[config.mk]
export PLATFORM = sky130hd
export DESIGN_NAME = base64_stream_encoder_flat
export DESIGN_NICKNAME = d
export VERILOG_FILES = /design/src/b64enc_pkg.sv /design/src/b64enc_if.sv /design/src/b64enc_front.sv /design/src/b64enc_queue.sv /design/src/b64enc_back.sv /design/src/base64_stream_encoder.sv /design/src/flat_wrapper.sv
export SDC_FILE = /design/constraint.sdc
export NUM_CORES = 1
export LEC_CHECK = 0
export BUFFER_PORTS_ARGS = -buffer_cell sky130_fd_sc_hd__buf_4
export CORE_AREA = 3 3 72 141
export DETAILED_ROUTE_END_ITERATION = 12
export DIE_AREA = 0 0 75 144
export GPL_ROUTABILITY_DRIVEN = 0
export PLACE_DENSITY = 0.72
export SLEW_MARGIN = 20
export SYNTH_ARGS = -nofsm -noshare
export SYNTH_HDL_FRONTEND = slang
export SYNTH_SLANG_ARGS = --single-unit
[constraint.sdc]
create_clock -name i_clk -period 3.8 [get_ports i_clk]
set_input_delay 0.38 -clock i_clk [delete_from_list [all_inputs] [get_ports i_clk]]
set_output_delay 0.38 -clock i_clk [all_outputs]
set_load 0.005 [all_outputs]
[src/b64enc_pkg.sv]
// ----------------------------------------------------------------------------
// b64enc_pkg
// shared types, constants and the alphabet lookup for the base64 encoder
// ----------------------------------------------------------------------------
package b64enc_pkg;

    localparam int unsigned QUEUE_DEPTH = 2;

    localparam logic [7:0] PAD_CHAR   = 8'h3D;  // '='
    localparam logic [7:0] PLUS_CHAR  = 8'h2B;  // '+'
    localparam logic [7:0] SLASH_CHAR = 8'h2F;  // '/'
    localparam logic [7:0] UPPER_A    = 8'h41;
    localparam logic [7:0] LOWER_A    = 8'h61;
    localparam logic [7:0] DIGIT_0    = 8'h30;

    // how a group of 24 bits ends up on the wire
    typedef enum logic [1:0] {
        GRP_FULL = 2'd0,  // four data characters
        GRP_PAD1 = 2'd1,  // three data characters and one pad
        GRP_PAD2 = 2'd2   // two data characters and two pads
    } t_grp_kind;

    typedef struct packed {
        logic [23:0] bits;
        t_grp_kind   kind;
        logic        fin;
    } t_group;

    // queue status seen by the front and back parts
    typedef struct packed {
        logic not_empty;
        logic full;
    } t_q_stat;

    function automatic logic [7:0] b64_char(input logic [5:0] v);
        logic [7:0] ext;
        logic [7:0] res;
        ext = {2'b00, v};
        if (v < 6'd26) begin
            res = UPPER_A + ext;
        end else if (v < 6'd52) begin
            res = LOWER_A + ext - 8'd26;
        end else if (v < 6'd62) begin
            res = DIGIT_0 + ext - 8'd52;
        end else if (v == 6'd62) begin
            res = PLUS_CHAR;
        end else begin
            res = SLASH_CHAR;
        end
        return res;
    endfunction

endpackage

[src/b64enc_if.sv]
// ----------------------------------------------------------------------------
// b64enc interfaces
// valid/ready channels for input bytes and output characters
// ----------------------------------------------------------------------------
interface b64enc_byte_if;
    logic       valid;
    logic       ready;
    logic [7:0] data_byte;
    logic       final_byte;

    modport source (output valid, output data_byte, output final_byte, input ready);
    modport sink   (input valid, input data_byte, input final_byte, output ready);
endinterface

interface b64enc_char_if;
    logic       valid;
    logic       ready;
    logic [7:0] out_char;
    logic       last_char;

    modport source (output valid, output out_char, output last_char, input ready);
    modport sink   (input valid, input out_char, input last_char, output ready);
endinterface

[src/b64enc_front.sv]
// ----------------------------------------------------------------------------
// b64enc_front
// collects bytes into groups of three and pushes finished groups to the queue
// ----------------------------------------------------------------------------
module b64enc_front
    import b64enc_pkg::*;
(
    input  logic          i_clk,
    input  logic          i_rst_n,
    input  logic          i_valid,
    output logic          o_ready,
    input  logic [7:0]    i_data_byte,
    input  logic          i_final_byte,
    input  t_q_stat       i_q_stat,
    output logic          o_push,
    output t_group        o_group
);

    logic [15:0] r_pend, n_pend;
    logic [1:0]  r_cnt,  n_cnt;
    logic        accept;
    logic        emit;

    assign o_ready = !i_q_stat.full;
    assign accept  = i_valid && o_ready;
    assign o_push  = accept && emit;

    always_comb begin
        n_pend        = r_pend;
        n_cnt         = r_cnt;
        emit          = 1'b1;
        o_group.bits  = {r_pend, i_data_byte};
        o_group.kind  = GRP_FULL;
        o_group.fin   = i_final_byte;
        case (r_cnt)
            2'd0: begin
                o_group.bits = {i_data_byte, 16'h0000};
                o_group.kind = GRP_PAD2;
                o_group.fin  = 1'b1;
                emit         = i_final_byte;
            end
            2'd1: begin
                o_group.bits = {r_pend[7:0], i_data_byte, 8'h00};
                o_group.kind = GRP_PAD1;
                o_group.fin  = 1'b1;
                emit         = i_final_byte;
            end
            default: begin
                // two held (or the unreachable three): group completes
                emit = 1'b1;
            end
        endcase
        if (accept) begin
            if (emit) begin
                n_pend = 16'h0000;
                n_cnt  = 2'd0;
            end else begin
                n_pend = {r_pend[7:0], i_data_byte};
                n_cnt  = r_cnt + 2'd1;
            end
        end
    end

    always_ff @(posedge i_clk) begin
        if (!i_rst_n) begin
            r_pend <= 16'h0000;
            r_cnt  <= 2'd0;
        end else begin
            r_pend <= n_pend;
            r_cnt  <= n_cnt;
        end
    end

endmodule

[src/b64enc_queue.sv]
// ----------------------------------------------------------------------------
// b64enc_queue
// two-entry group queue between the byte collector and the serializer
// ----------------------------------------------------------------------------
module b64enc_queue
    import b64enc_pkg::*;
(
    input  logic    i_clk,
    input  logic    i_rst_n,
    input  logic    i_push,
    input  t_group  i_group,
    input  logic    i_pop,
    output t_group  o_group,
    output t_q_stat o_stat
);

    localparam int unsigned PTR_W = $clog2(QUEUE_DEPTH);
    localparam int unsigned CNT_W = $clog2(QUEUE_DEPTH + 1);

    t_group             r_mem [QUEUE_DEPTH];
    logic [PTR_W-1:0]   r_wr_ptr, n_wr_ptr;
    logic [PTR_W-1:0]   r_rd_ptr, n_rd_ptr;
    logic [CNT_W-1:0]   r_cnt,    n_cnt;
    logic               do_push;
    logic               do_pop;

    assign o_stat.not_empty = (r_cnt != '0);
    assign o_stat.full      = (r_cnt == CNT_W'(QUEUE_DEPTH));
    assign o_group          = r_mem[r_rd_ptr];

    assign do_push = i_push && !o_stat.full;
    assign do_pop  = i_pop && o_stat.not_empty;

    always_comb begin
        n_wr_ptr = r_wr_ptr;
        n_rd_ptr = r_rd_ptr;
        n_cnt    = r_cnt;
        if (do_push) begin
            n_wr_ptr = (r_wr_ptr == PTR_W'(QUEUE_DEPTH - 1)) ? '0 : r_wr_ptr + PTR_W'(1);
        end
        if (do_pop) begin
            n_rd_ptr = (r_rd_ptr == PTR_W'(QUEUE_DEPTH - 1)) ? '0 : r_rd_ptr + PTR_W'(1);
        end
        if (do_push && !do_pop) begin
            n_cnt = r_cnt + CNT_W'(1);
        end else if (do_pop && !do_push) begin
            n_cnt = r_cnt - CNT_W'(1);
        end
    end

    always_ff @(posedge i_clk) begin
        if (do_push) begin
            r_mem[r_wr_ptr] <= i_group;
        end
    end

    always_ff @(posedge i_clk) begin
        if (!i_rst_n) begin
            r_wr_ptr <= '0;
            r_rd_ptr <= '0;
            r_cnt    <= '0;
        end else begin
            r_wr_ptr <= n_wr_ptr;
            r_rd_ptr <= n_rd_ptr;
            r_cnt    <= n_cnt;
        end
    end

endmodule

[src/b64enc_back.sv]
// ----------------------------------------------------------------------------
// b64enc_back
// turns one queued group into four characters through a registered output
// ----------------------------------------------------------------------------
module b64enc_back
    import b64enc_pkg::*;
(
    input  logic       i_clk,
    input  logic       i_rst_n,
    input  t_q_stat    i_q_stat,
    input  t_group     i_group,
    output logic       o_pop,
    output logic       o_valid,
    input  logic       i_ready,
    output logic [7:0] o_out_char,
    output logic       o_last_char
);

    t_group      r_cur;
    logic        r_busy,  n_busy;
    logic [1:0]  r_idx,   n_idx;
    logic        r_ovld,  n_ovld;
    logic [7:0]  r_char;
    logic        r_last;
    logic        can_emit;
    logic        done;
    logic [5:0]  sext;
    logic        is_pad;
    logic [7:0]  ch;
    logic        ch_last;

    assign can_emit = r_busy && (!r_ovld || i_ready);
    assign done     = can_emit && (r_idx == 2'd3);
    assign o_pop    = i_q_stat.not_empty && (!r_busy || done);

    always_comb begin
        case (r_idx)
            2'd0:    sext = r_cur.bits[23:18];
            2'd1:    sext = r_cur.bits[17:12];
            2'd2:    sext = r_cur.bits[11:6];
            default: sext = r_cur.bits[5:0];
        endcase
        is_pad  = ((r_cur.kind == GRP_PAD2) && r_idx[1])
               || ((r_cur.kind == GRP_PAD1) && (r_idx == 2'd3));
        ch      = is_pad ? PAD_CHAR : b64_char(sext);
        ch_last = (r_idx == 2'd3) && r_cur.fin;
    end

    always_comb begin
        n_busy = r_busy;
        n_idx  = r_idx;
        n_ovld = r_ovld;
        if (can_emit) begin
            n_ovld = 1'b1;
            n_idx  = r_idx + 2'd1;
        end else if (i_ready) begin
            n_ovld = 1'b0;
        end
        if (o_pop) begin
            n_busy = 1'b1;
            n_idx  = 2'd0;
        end else if (done) begin
            n_busy = 1'b0;
        end
    end

    always_ff @(posedge i_clk) begin
        if (o_pop) begin
            r_cur <= i_group;
        end
        if (can_emit) begin
            r_char <= ch;
            r_last <= ch_last;
        end
    end

    always_ff @(posedge i_clk) begin
        if (!i_rst_n) begin
            r_busy <= 1'b0;
            r_idx  <= 2'd0;
            r_ovld <= 1'b0;
        end else begin
            r_busy <= n_busy;
            r_idx  <= n_idx;
            r_ovld <= n_ovld;
        end
    end

    assign o_valid     = r_ovld;
    assign o_out_char  = r_char;
    assign o_last_char = r_last;

endmodule

[src/base64_stream_encoder.sv]
// ----------------------------------------------------------------------------
// base64_stream_encoder
// byte stream in, standard base64 characters out
// ----------------------------------------------------------------------------
// input channel i_in carries one message byte per transfer; final_byte marks
// the last byte of a message. output channel o_out carries one ascii character
// per transfer; last_char marks the final character of the message.
// every third byte, or a final byte, forms a group that becomes four
// characters; a short final group is zero filled and padded with '='.
// a closing byte's group passes through a queue entry, the serializer's group
// register and the output register before its first character is valid.
// throughput: the serializer sends one character per cycle while the receiver
// is ready; the sustained byte rate is set by the one-character output port.
// a two-entry group queue lets the byte side keep going while the serializer
// drains. reset clears the held bytes, the queue and the output valid flag.
// when the receiver stalls the output register holds its character, the
// queue fills, and i_in.ready drops once both queue entries are occupied.
// ----------------------------------------------------------------------------
module base64_stream_encoder
    import b64enc_pkg::*;
(
    input  logic                i_clk,
    input  logic                i_rst_n,
    b64enc_byte_if.sink         i_in,
    b64enc_char_if.source       o_out
);

    t_q_stat q_stat;
    t_group  push_group;
    t_group  head_group;
    logic    push;
    logic    pop;

    b64enc_front u_front (
        .i_clk        (i_clk),
        .i_rst_n      (i_rst_n),
        .i_valid      (i_in.valid),
        .o_ready      (i_in.ready),
        .i_data_byte  (i_in.data_byte),
        .i_final_byte (i_in.final_byte),
        .i_q_stat     (q_stat),
        .o_push       (push),
        .o_group      (push_group)
    );

    b64enc_queue u_queue (
        .i_clk   (i_clk),
        .i_rst_n (i_rst_n),
        .i_push  (push),
        .i_group (push_group),
        .i_pop   (pop),
        .o_group (head_group),
        .o_stat  (q_stat)
    );

    b64enc_back u_back (
        .i_clk       (i_clk),
        .i_rst_n     (i_rst_n),
        .i_q_stat    (q_stat),
        .i_group     (head_group),
        .o_pop       (pop),
        .o_valid     (o_out.valid),
        .i_ready     (o_out.ready),
        .o_out_char  (o_out.out_char),
        .o_last_char (o_out.last_char)
    );

endmodule

[src/flat_wrapper.sv]
// flat-port wrapper written by rule: the top's interface ports become plain ports
module base64_stream_encoder_flat import b64enc_pkg::*;
  (i_clk, i_rst_n, i_in_valid, i_in_data_byte, i_in_final_byte, i_in_ready, o_out_valid, o_out_out_char, o_out_last_char, o_out_ready);
  b64enc_byte_if i_in_i ();
  b64enc_char_if o_out_i ();
  input  logic i_clk;
  input  logic i_rst_n;
  input wire logic [$bits(i_in_i.valid)-1:0] i_in_valid;
  input wire logic [$bits(i_in_i.data_byte)-1:0] i_in_data_byte;
  input wire logic [$bits(i_in_i.final_byte)-1:0] i_in_final_byte;
  output wire logic [$bits(i_in_i.ready)-1:0] i_in_ready;
  output wire logic [$bits(o_out_i.valid)-1:0] o_out_valid;
  output wire logic [$bits(o_out_i.out_char)-1:0] o_out_out_char;
  output wire logic [$bits(o_out_i.last_char)-1:0] o_out_last_char;
  input wire logic [$bits(o_out_i.ready)-1:0] o_out_ready;
  assign i_in_i.valid = i_in_valid;
  assign i_in_i.data_byte = i_in_data_byte;
  assign i_in_i.final_byte = i_in_final_byte;
  assign i_in_ready = i_in_i.ready;
  assign o_out_valid = o_out_i.valid;
  assign o_out_out_char = o_out_i.out_char;
  assign o_out_last_char = o_out_i.last_char;
  assign o_out_i.ready = o_out_ready;
  base64_stream_encoder u_core (.i_clk(i_clk), .i_rst_n(i_rst_n), .i_in(i_in_i), .o_out(o_out_i));
endmodule
=== Word level (Yosys, flattened, before mapping) ===
Memories as Yosys holds them, arrays and structs flattened. A register that Yosys moved wholly into a read port is not among the register bits.
Index checks and enable logic that the tools add are counted.

* Output and inout bits: 11
* RAM bits: 54
* Memories kept: 1
* Flip-flop bits (word level): 35

* Bitwise gates (word level): 1
* Mux-type cells: 19
* Add/sub/neg operators: 11
* Eq/ne operators: 8
* Reductions and logical operators: 28
* Order comparisons: 3

{| class="wikitable"
|+ Memories
! memory !! words !! width !! rd ports !! clocked after Yosys merged registers in !! wr ports !! RTL line !! text
|-
| u_core.u_queue.r_mem || 2 || 27 || 1 || 1 || 1 || b64enc_queue.sv:20 || <nowiki>t_group r_mem [QUEUE_DEPTH];</nowiki>
|}

{| class="wikitable"
|+ Operators with widths
! kind !! count
|-
| $pmux W27 S2 || 1
|-
| $mux W8 || 3
|-
| $pmux W6 S3 || 1
|-
| $add A7 B6 Y8 const A || 2
|-
| $mux W16 || 1
|-
| $logic_and A1 B1 Y1 || 12
|-
| $lt A6 B6 Y1 const B || 2
|-
| $mux W1 || 9
|-
| $eq A2 B2 Y1 const B || 4
|-
| $reduce_bool A2 Y1 || 4
|-
| $sub A7 B6 Y8 const B || 1
|-
| $sub A8 B5 Y8 const B || 1
|-
| $add A6 B6 Y7 const A || 1
|-
| $add A2 B1 Y2 const B || 3
|-
| $eq A2 B1 Y1 const B || 3
|-
| $eq A6 B6 Y1 const B || 1
|-
| $lt A6 B5 Y1 const B || 1
|-
| $mux W2 || 3
|-
| $logic_not A1 Y1 || 5
|-
| $logic_not A2 Y1 || 2
|-
| $reduce_or A2 Y1 || 2
|-
| $logic_or A1 B1 Y1 || 3
|-
| $mux W3 || 1
|-
| $add A1 B1 Y1 const B || 2
|-
| 2 further kinds || 2
|}

=== Depth between registers and ports, before layout ===
Gate-level depths: netlist of the first run.

* Depth after elaboration: 10
* Gate-level depth with buffers: 11

=== By module ===
Synthesis of the first run repeated with hierarchy kept, for this count alone.

* Cells, all modules: 409
* Area total of the unflattened synthesis: 5165.0 um^2

{| class="wikitable"
|+ Modules (own cells, without submodules)
! module !! cells each !! sequential area each (um^2) !! instances !! area an instance (um^2)
|-
| b64enc_queue || 109 || 1721.7 || 1 || 2182.1
|-
| b64enc_back || 148 || 1161.1 || 1 || 1920.6
|-
| b64enc_front || 152 || 360.3 || 1 || 1062.3
|}

=== Least setup slack after synthesis of the first run ===
OpenSTA, ideal clock, no wires.

* Kind: reg2reg
* From: reg u_core.u_front.r_cnt[1]
* To: mem u_core.u_queue.r_mem[0][0] (netlist bit) (enable)
* Stages on the path, launching flop included: 8
* Arrival time: 2.759 ns
* Library setup time: 0.412 ns
* Required time: 3.388 ns
* Slack: 0.629 ns
* Path buffers: 1
* Cell sequence: dfxtp_1 inv_1 ha_1 clkbuf_1 nor2_1 nor2_1 or2_2 nor2_1

* Cells in the longest elaborated chain, start to end: 7

{| class="wikitable"
|+ Ends and longest elaborated chain
! what !! RTL line !! text
|-
| start, declared || b64enc_front.sv:20 || <nowiki>logic [1:0] r_cnt, n_cnt;</nowiki>
|-
| start signal, assigned || b64enc_front.sv:70 || <nowiki>r_cnt <= n_cnt;</nowiki>
|-
| $eq A2 B1 Y1 or $logic_not A2 Y1 (tied branches) || b64enc_front.sv:35 || <nowiki>case (r_cnt)</nowiki>
|-
| $reduce_or A2 Y1 (no source line) (*) || -- ||
|-
| $mux W1 (*) || b64enc_front.sv:35 ||
|-
| $logic_and A1 B1 Y1 (*) || b64enc_front.sv:26 || <nowiki>assign o_push = accept && emit;</nowiki>
|-
| $logic_and A1 B1 Y1 (*) || b64enc_queue.sv:31 || <nowiki>assign do_push = i_push && !o_stat.full;</nowiki>
|-
| $mux W1 (*) || b64enc_queue.sv:52 || <nowiki>if (do_push) begin</nowiki>
|-
| $mux W1 (implied by the code) (*) || b64enc_queue.sv:53 || <nowiki>r_mem[r_wr_ptr] <= i_group;</nowiki>
|-
| end, declared || b64enc_queue.sv:20 ||
|}

Mark *: on every way between the ends. The rest lies on a longest branch, timed or not.

=== Worst setup path after layout of the first run ===
* From: reg u_core.u_back.r_idx[1]
* To: reg u_core.u_back.r_char[2] (netlist: u_core.u_back.o_out_char[2]), data pin

* Cells in the longest elaborated chain, start to end: 7

{| class="wikitable"
|+ Ends and longest elaborated chain
! what !! RTL line !! text
|-
| start, declared || b64enc_back.sv:21 || <nowiki>logic [1:0] r_idx, n_idx;</nowiki>
|-
| start signal, assigned || b64enc_back.sv:84 || <nowiki>r_idx <= n_idx;</nowiki>
|-
| $eq A2 B2 Y1, or another cell as far along || b64enc_back.sv:37 || <nowiki>case (r_idx)</nowiki>
|-
| $pmux W6 S3 || b64enc_back.sv:37 ||
|-
| $add A6 B6 Y7 or $eq A6 B6 Y1 (tied branches) || b64enc_pkg.sv:44, b64enc_pkg.sv:45 ||
|-
| $sub A7 B6 Y8 or $mux W3 (tied branches) || b64enc_pkg.sv:44, b64enc_pkg.sv:45 ||
|-
| $mux W8 || b64enc_pkg.sv:43 || <nowiki>end else if (v < 6'd62) begin</nowiki>
|-
| $mux W8 || b64enc_pkg.sv:41 || <nowiki>end else if (v < 6'd52) begin</nowiki>
|-
| $mux W8 || b64enc_pkg.sv:39 || <nowiki>if (v < 6'd26) begin</nowiki>
|-
| end signal, assigned || b64enc_back.sv:72 || <nowiki>r_char <= ch;</nowiki>
|-
| end, declared || b64enc_back.sv:23 || <nowiki>logic [7:0] r_char;</nowiki>
|}

Parallel ways exist; a longest one is shown, timed or not.
A chain may end at the register's enable or synchronous reset.

==> results_dict.tcl, run 1 <==
set metrics [dict create \
    status "finished, final reports clean" \
    yosysWarnings 0 \
    ctsResizeCount 0 \
    ys_seq_area_share_pct 64.45 \
    ir_drop_mv 0.7000 \
    slew_viol_final 0 \
    fmax_mhz 355.7 \
    firstDrtPassIters 5 \
    cts-buffers-inserted 17 \
    synth_nets 403 \
    critPathRequiredTime_ps 3930 \
    nNetsFinal 436 \
    start_util_pct 54.75 \
    die_w_um 75 \
    final_cell_area_um2 5931 \
    syn_avg_cell_area_um2 13.20 \
    antenna_left 0 \
    drc 0 \
    die_height_um 144 \
    cts_tree "done" \
    multi_input_area_um2 1662 \
    seq_area_um2 3223 \
    antenna_found_initial 0 \
    drt_iter0_markers 192 \
    maxSlewHeadroom_pct 35.58 \
    fin_skew_ps 6.328 \
    synthDistinctLibCells 45 \
    die_area_um2 10800 \
    setup_slack_ps 988.7 \
    synth_edf_count 90 \
    cts_setup_buffers 0 \
    ys.flop_type "edfxtp_1" \
    setup_viol 0 \
    dp_cells 495 \
    arrival_ps 2950 \
    hold-worst-slack_ps 276.8 \
    crit_slowest_cell "ha_1" \
    synth-async-reset-ratio_pct 0 \
    endpoint_kind "flop" \
    cts.clk_slew.worst_paths_ps 50 \
    cts_max_level 4 \
    num_rows 49 \
    clockBufferDepth 2 \
    io_pins 24 \
    hold_path.class "input port to flop" \
    syn_inst 379 \
    postCtsHoldBufs 0 \
    grt-ovfl-total 0 \
    period_share_pct 73.98 \
    grt_pass1_vias 3000 \
    synth_area_um2 5001 \
    cp-start-kind "flop" \
    grt_setup_unrepaired "no" \
    fin_util_pct 64.92 \
    area_growth_pct 18.59 \
    cap_viol_max_count 0 \
    via_per_inst 5.602 \
    finalSetupTns_ps 0 \
    wire_per_inst_um 16.69 \
    critPathKind "flop to flop" \
    dpl_cell_area_um2 5286 \
    path_common_cell "ha_1" \
    port-buffer-count 23 \
    insertion_delay_ps 400 \
    dpl_worst_slack_ps 1032 \
    grt_max_degree 29 \
    hpwl_um 6132 \
    diodes 0 \
    layoutNonFillerInstCount 527 \
    finalHoldViolCount 0 \
    drive_gt1_share_pct 22.82 \
    clock_sink_count 116 \
    vias 2952 \
    fin_crit_ps 2811 \
    core_area_um2 9135 \
    fillers 680 \
    cts_root_buf "clkbuf_16" \
    path_buf_inv 1 \
    powerDensity_nw_per_um2 818.9 \
    grtUsageTotal_pct 18.54 \
    finalPower_mw 4.857 \
    grt_pass1_wl_um 14530 \
    path_delay_family "adder cells" \
    worst_pin_slew_ps 965.3 \
    path_cells "ha_1, mux2i_2, inv_1, ha_1, nor2_1, nor3_1, o31ai_1, nand3_1" \
    cp_slowest_stage_delay_ps 590 \
    synth-seq-cells 116 \
    crit_fanout 8 \
    leakage_nw 2.134 \
    drt-total-wl_um 8795 \
]
==> synth_stat cells, types with 11 or more instances <==
cell type / instances / area, µm²
edfxtp_1: 90 / 2703
nand2_1: 38 / 142.6
mux2_2: 27 / 304.0
dfxtp_1: 26 / 520.5
a22oi_1: 25 / 187.7
nor2b_1: 19 / 118.9
inv_1: 17 / 63.81
and2_1: 13 / 81.33
clkbuf_1: 12 / 45.04
nor2_1: 12 / 45.04
o21ai_0: 12 / 60.06
ha_1: 11 / 137.6
==> final timing paths <==
check / startpoint / end / slack, ps / depth (start not counted)
worst min-delay path: i_in_data_byte[2] / u_core.u_front.r_pend[2]$_SDFFE_PN0P_ / 280 / 3
worst min register to register: u_core.u_back.r_busy$_SDFFE_PN0P_ / u_core.u_back.o_valid$_SDFFE_PN0P_ / 480 / 2
worst max-delay path: u_core.u_back.r_idx[1]$_SDFFE_PP0P_ / u_core.u_back.o_out_char[2]$_SDFFCE_PP1P_ / 990 / 8
worst max register to register: u_core.u_back.r_idx[1]$_SDFFE_PP0P_ / u_core.u_back.o_out_char[2]$_SDFFCE_PP1P_ / 990 / 8
==> report_power, final <==
| group | switching [mW] | internal, mW |
|---|---|---|
| clock network | 0.504 | 1.19 |
| logic | 0.792 | 0.530 |
| registers | 0.0953 | 1.74 |
| total | 1.39 | 3.47 |
==> cells by family (layout without fill, tap and decap cells) <==
group	after synthesis	count (layout)	share of synthesized area, %
DFF	116	116	64.45
xor gates and xnor gates	4	4	0.7007
buffers and inverters	31	77	2.377
AOI/OAI and AO/OA	72	72	10.16
and+or+nand+nor	108	108	11.01
adders and majority gates	11	11	2.752
other	1	1	0.07498
muxes	36	36	8.481
==> area by class of cell <==
cell class / count / area share [%]
multi-input combinational: 232 / 28.02
inverter: 17 / 1.076
clock inverter: 10 / 3.038
timing repair buffer: 28 / 3.544
sequential: 116 / 54.35
tap: 102 / 2.152
clock buffer: 22 / 7.827
==> state kept, by name (all words and copies together), names as in the netlist <==
| name | flops |
|---|---|
| u_core.u_queue.r_mem | 54 |
| u_core.u_back.r_cur | 27 |
| u_core.u_front.r_pend | 16 |
| u_core.u_back.o_out_char | 8 |
| u_core.u_back.r_idx | 2 |
| u_core.u_front.r_cnt | 2 |
| u_core.u_queue.r_cnt | 2 |
| u_core.u_back.o_last_char | 1 |
| u_core.u_back.o_valid | 1 |
| u_core.u_back.r_busy | 1 |
| u_core.u_queue.r_rd_ptr | 1 |
| u_core.u_queue.r_wr_ptr | 1 |
==> cells in the final DEF, fill, tap and decap left out, types with 4 or more instances in the layout <==
| cell | n |
|---|---|
| nand2_1 | 38 |
| mux2i_2 | 4 |
| inv_1 | 17 |
| nand2b_1 | 10 |
| o21ai_0 | 12 |
| mux2_2 | 27 |
| clkbuf_16 | 17 |
| and2_1 | 13 |
| dfxtp_1 | 26 |
| nor2b_1 | 19 |
| a22oi_1 | 25 |
| a222oi_1 | 6 |
| a21oi_1 | 10 |
| buf_4 | 28 |
| ha_1 | 11 |
| edfxtp_1 | 90 |
| bufinv_16 | 5 |
| nand3_1 | 6 |
| nor2_1 | 11 |
==> worst reg2reg max path, stage by stage, from the launching register on <==
cell and delay (ps):
dfxtp_1 410, ha_1 590, mux2i_2 540, inv_1 90, ha_1 250, nor2_1 170
nor3_1 90, o31ai_1 290, nand3_1 120
==> per-layer routing <==
layer	up-vias	GRT usage, %	wire length [µm]
li1	1463	-	-
met1	1392	18.83	3231
met2	78	32.80	5043
met3	19	4.941	282
met4	0	10.69	238
met5	-	0	0
Power figures use the tool's default switching activity.
==> run 2: changes to the inputs <==
ABC_AREA = 1   (was default)
CORE_AREA = 3 3 72 142   (was 3 3 72 141)
DIE_AREA = 0 0 75 145   (was 0 0 75 144)
PLACE_DENSITY = 0.75   (was 0.72)
clock period = 2.3 ns   (was 3.8 ns; I/O delays follow)
==> run 2 against run 1 <==
Net effect:
- clock power increased by 69%
- fmax rose by 30%
- clock skew is 3.0 ps higher
- sequential cell count unchanged
- wire length up 8.4%
==> results_dict.tcl, run 2 <==
set metrics [dict create \
    status "finished, final reports clean" \
    cts_setup_buffers 0 \
    core_area_um2 9321 \
    layoutNonFillerInstCount 647 \
    dpl_worst_slack_ps 202.3 \
    synth_area_um2 5086 \
    ctsResizeCount 0 \
    ys.flop_type "edfxtp_1" \
    die_height_um 145 \
    dp_cells 615 \
    largest_reg_flops 54 \
    grt_pass1_wl_um 15950 \
    seq_area_um2 3223 \
    antenna_found_initial 0 \
    hold_path.class "input port to flop" \
    num_rows 50 \
    setup_slack_ps 142.4 \
    yosysWarnings 0 \
    top_regs "u_core.u_queue.r_mem (54), u_core.u_back.r_cur (27), u_core.u_front.r_pend (16)" \
    worst_pin_slew_ps 754.1 \
    yosysTopAreaCell "edfxtp_1" \
    leakage_nw 2.479 \
    slew_viol_final 0 \
    cts-buffers-inserted 17 \
    cts.clk_slew.worst_paths_ps 50 \
    critPathKind "flop to flop" \
    antenna_left 0 \
    die_area_um2 10880 \
    synth_nets 518 \
    fmax_mhz 463.5 \
    hold-worst-slack_ps 113.3 \
    port-buffer-count 23 \
    clock_sink_count 116 \
    via_per_inst 5.297 \
    wire_per_inst_um 14.73 \
    cts_max_level 4 \
    syn_avg_cell_area_um2 10.30 \
    grt_max_degree 31 \
    cp-start-kind "flop" \
    nNetsFinal 554 \
    drive_gt1_share_pct 18.42 \
    grt_setup_unrepaired "no" \
    grt_pass1_vias 3561 \
    finalSetupTns_ps 0 \
    powerDensity_nw_per_um2 1362 \
    synth.most_common_cell "nand2_1" \
    period_share_pct 93.81 \
    hpwl_um 6826 \
    maxSlewHeadroom_pct 49.42 \
    insertion_delay_ps 400 \
    drt_iter0_markers 236 \
    synth_top_area_share_pct 53.14 \
    largest-register "u_core.u_queue.r_mem" \
    cts_root_buf "clkbuf_16" \
    die_w_um 75 \
    finalPower_mw 8.292 \
    ir_drop_mv 0.9135 \
    syn_inst 494 \
    vias 3427 \
    multi_input_area_um2 1655 \
    finalHoldViolCount 0 \
    critPathRequiredTime_ps 2440 \
    io_pins 24 \
    drc 0 \
    clockBufferDepth 2 \
    crit_fanout 6 \
    drt-total-wl_um 9533 \
    postCtsHoldBufs 0 \
    fin_crit_ps 2158 \
    setup_viol 0 \
    grt-ovfl-total 0 \
    netlist_top_cells_count "nand2_1, edfxtp_1, inv_1" \
    area_growth_pct 19.70 \
    synth-seq-cells 116 \
    synthDistinctLibCells 34 \
    cap_viol_max_count 0 \
    fin_skew_ps 9.310 \
    endpoint_kind "flop" \
    fillers 671 \
    final_common_cell "nand2_1" \
    ys_seq_area_share_pct 63.37 \
    synth_edf_count 90 \
    synthTopCellsByArea "edfxtp_1, nand2_1, dfxtp_1, ha_1, a21oi_1" \
    synth-async-reset-ratio_pct 0 \
    diodes 0 \
    start_util_pct 54.56 \
    grtUsageTotal_pct 19.66 \
    firstDrtPassIters 5 \
    arrival_ps 2300 \
    cts_tree "done" \
    mostFrequentLayoutCells "nand2_1, edfxtp_1, inv_1, buf_4" \
]
-- run 2: changes by cell type after synthesis, sizes merged, moves of 17 or more --
| cell | previous run | this run |
|---|---|---|
| a22oi | 25 | 8 |
| a21oi | 10 | 29 |
| nor2b | 19 | 0 |
| inv | 17 | 39 |
| nand2 | 39 | 199 |
| mux2 | 29 | 0 |
-- run 2: layout make-up --
| type | instances | area share (%) |
|---|---|---|
| Tap cell | 104 | 2.137 |
| Clock buffer | 24 | 8.570 |
| Multi-Input combinational cell | 323 | 27.19 |
| Sequential cell | 116 | 52.94 |
| Timing Repair Buffer | 32 | 4.357 |
| Inverter | 40 | 2.466 |
| Clock inverter | 8 | 2.343 |
-- run 2: metrics by stage --
step                area, µm²  util, %
global placement         5424    58.19
detailed placement       5424    58.19
global route             6088    65.32
floorplan                5116        -
CTS                      6088    65.32
finish                   6088    65.32
-- run 2: final timing paths --
| path | from | to | slack [ps] | cells past startpoint |
|---|---|---|---|---|
| max | u_core.u_back.r_idx[0]$_SDFFE_PP0P_ | u_core.u_back.o_out_char[4]$_SDFFCE_PP1P_ | 140 | 11 |
| min | i_in_data_byte[7] | u_core.u_front.r_pend[7]$_SDFFE_PN0P_ | 110 | 3 |
| max reg2reg | u_core.u_back.r_idx[0]$_SDFFE_PP0P_ | u_core.u_back.o_out_char[4]$_SDFFCE_PP1P_ | 140 | 11 |
| min reg2reg | u_core.u_front.r_pend[11]$_SDFFE_PN0P_ | u_core.u_front.r_pend[11]$_SDFFE_PN0P_ | 470 | 2 |
-- run 2: report_power, final --
group | leakage, nW | switching, mW | internal (mW)
sequential | 1.05 | 0.186 | 2.93
combinational | 1.10 | 1.51 | 0.794
clock | 0.328 | 0.861 | 2.01
-- run 2: metal layers --
layer	wire length [µm]	global-route usage, %	part of all wire, %	vias up
met1	3369	18.81	35	1594
met2	5651	35.49	59	103
met4	210	10.16	2.2	0
li1	-	-	-	1705
met5	0	0	0	-
met3	301	5.756	3.2	25
-- run 2: worst max-delay path, stage by stage, from the launching register on --
cell and delay, ps:
dfxtp_1 420, inv_1 110, ha_1 280, nand2_1 100, nand2_1 70, o21bai_1 330
ha_1 240, nand2_1 80, nand2_1 70, nand2_1 50, nand4_1 80, nand3_1 70
-- run 2: cells by family (layout without fill, tap and decap cells) --
group                    Yosys count  count (layout)  share of synthesized area [%]
AND/OR/NAND/NOR                  242             242                          20.15
flip-flops                       116             116                          63.37
AO/OA/AOI/OAI                     66              66                          8.586
buffers and inverters             55             104                          4.600
adder cells (fa/ha/maj)           11              11                          2.706
XOR/XNOR                           3               3                         0.5167
other                              1               1                        0.07373
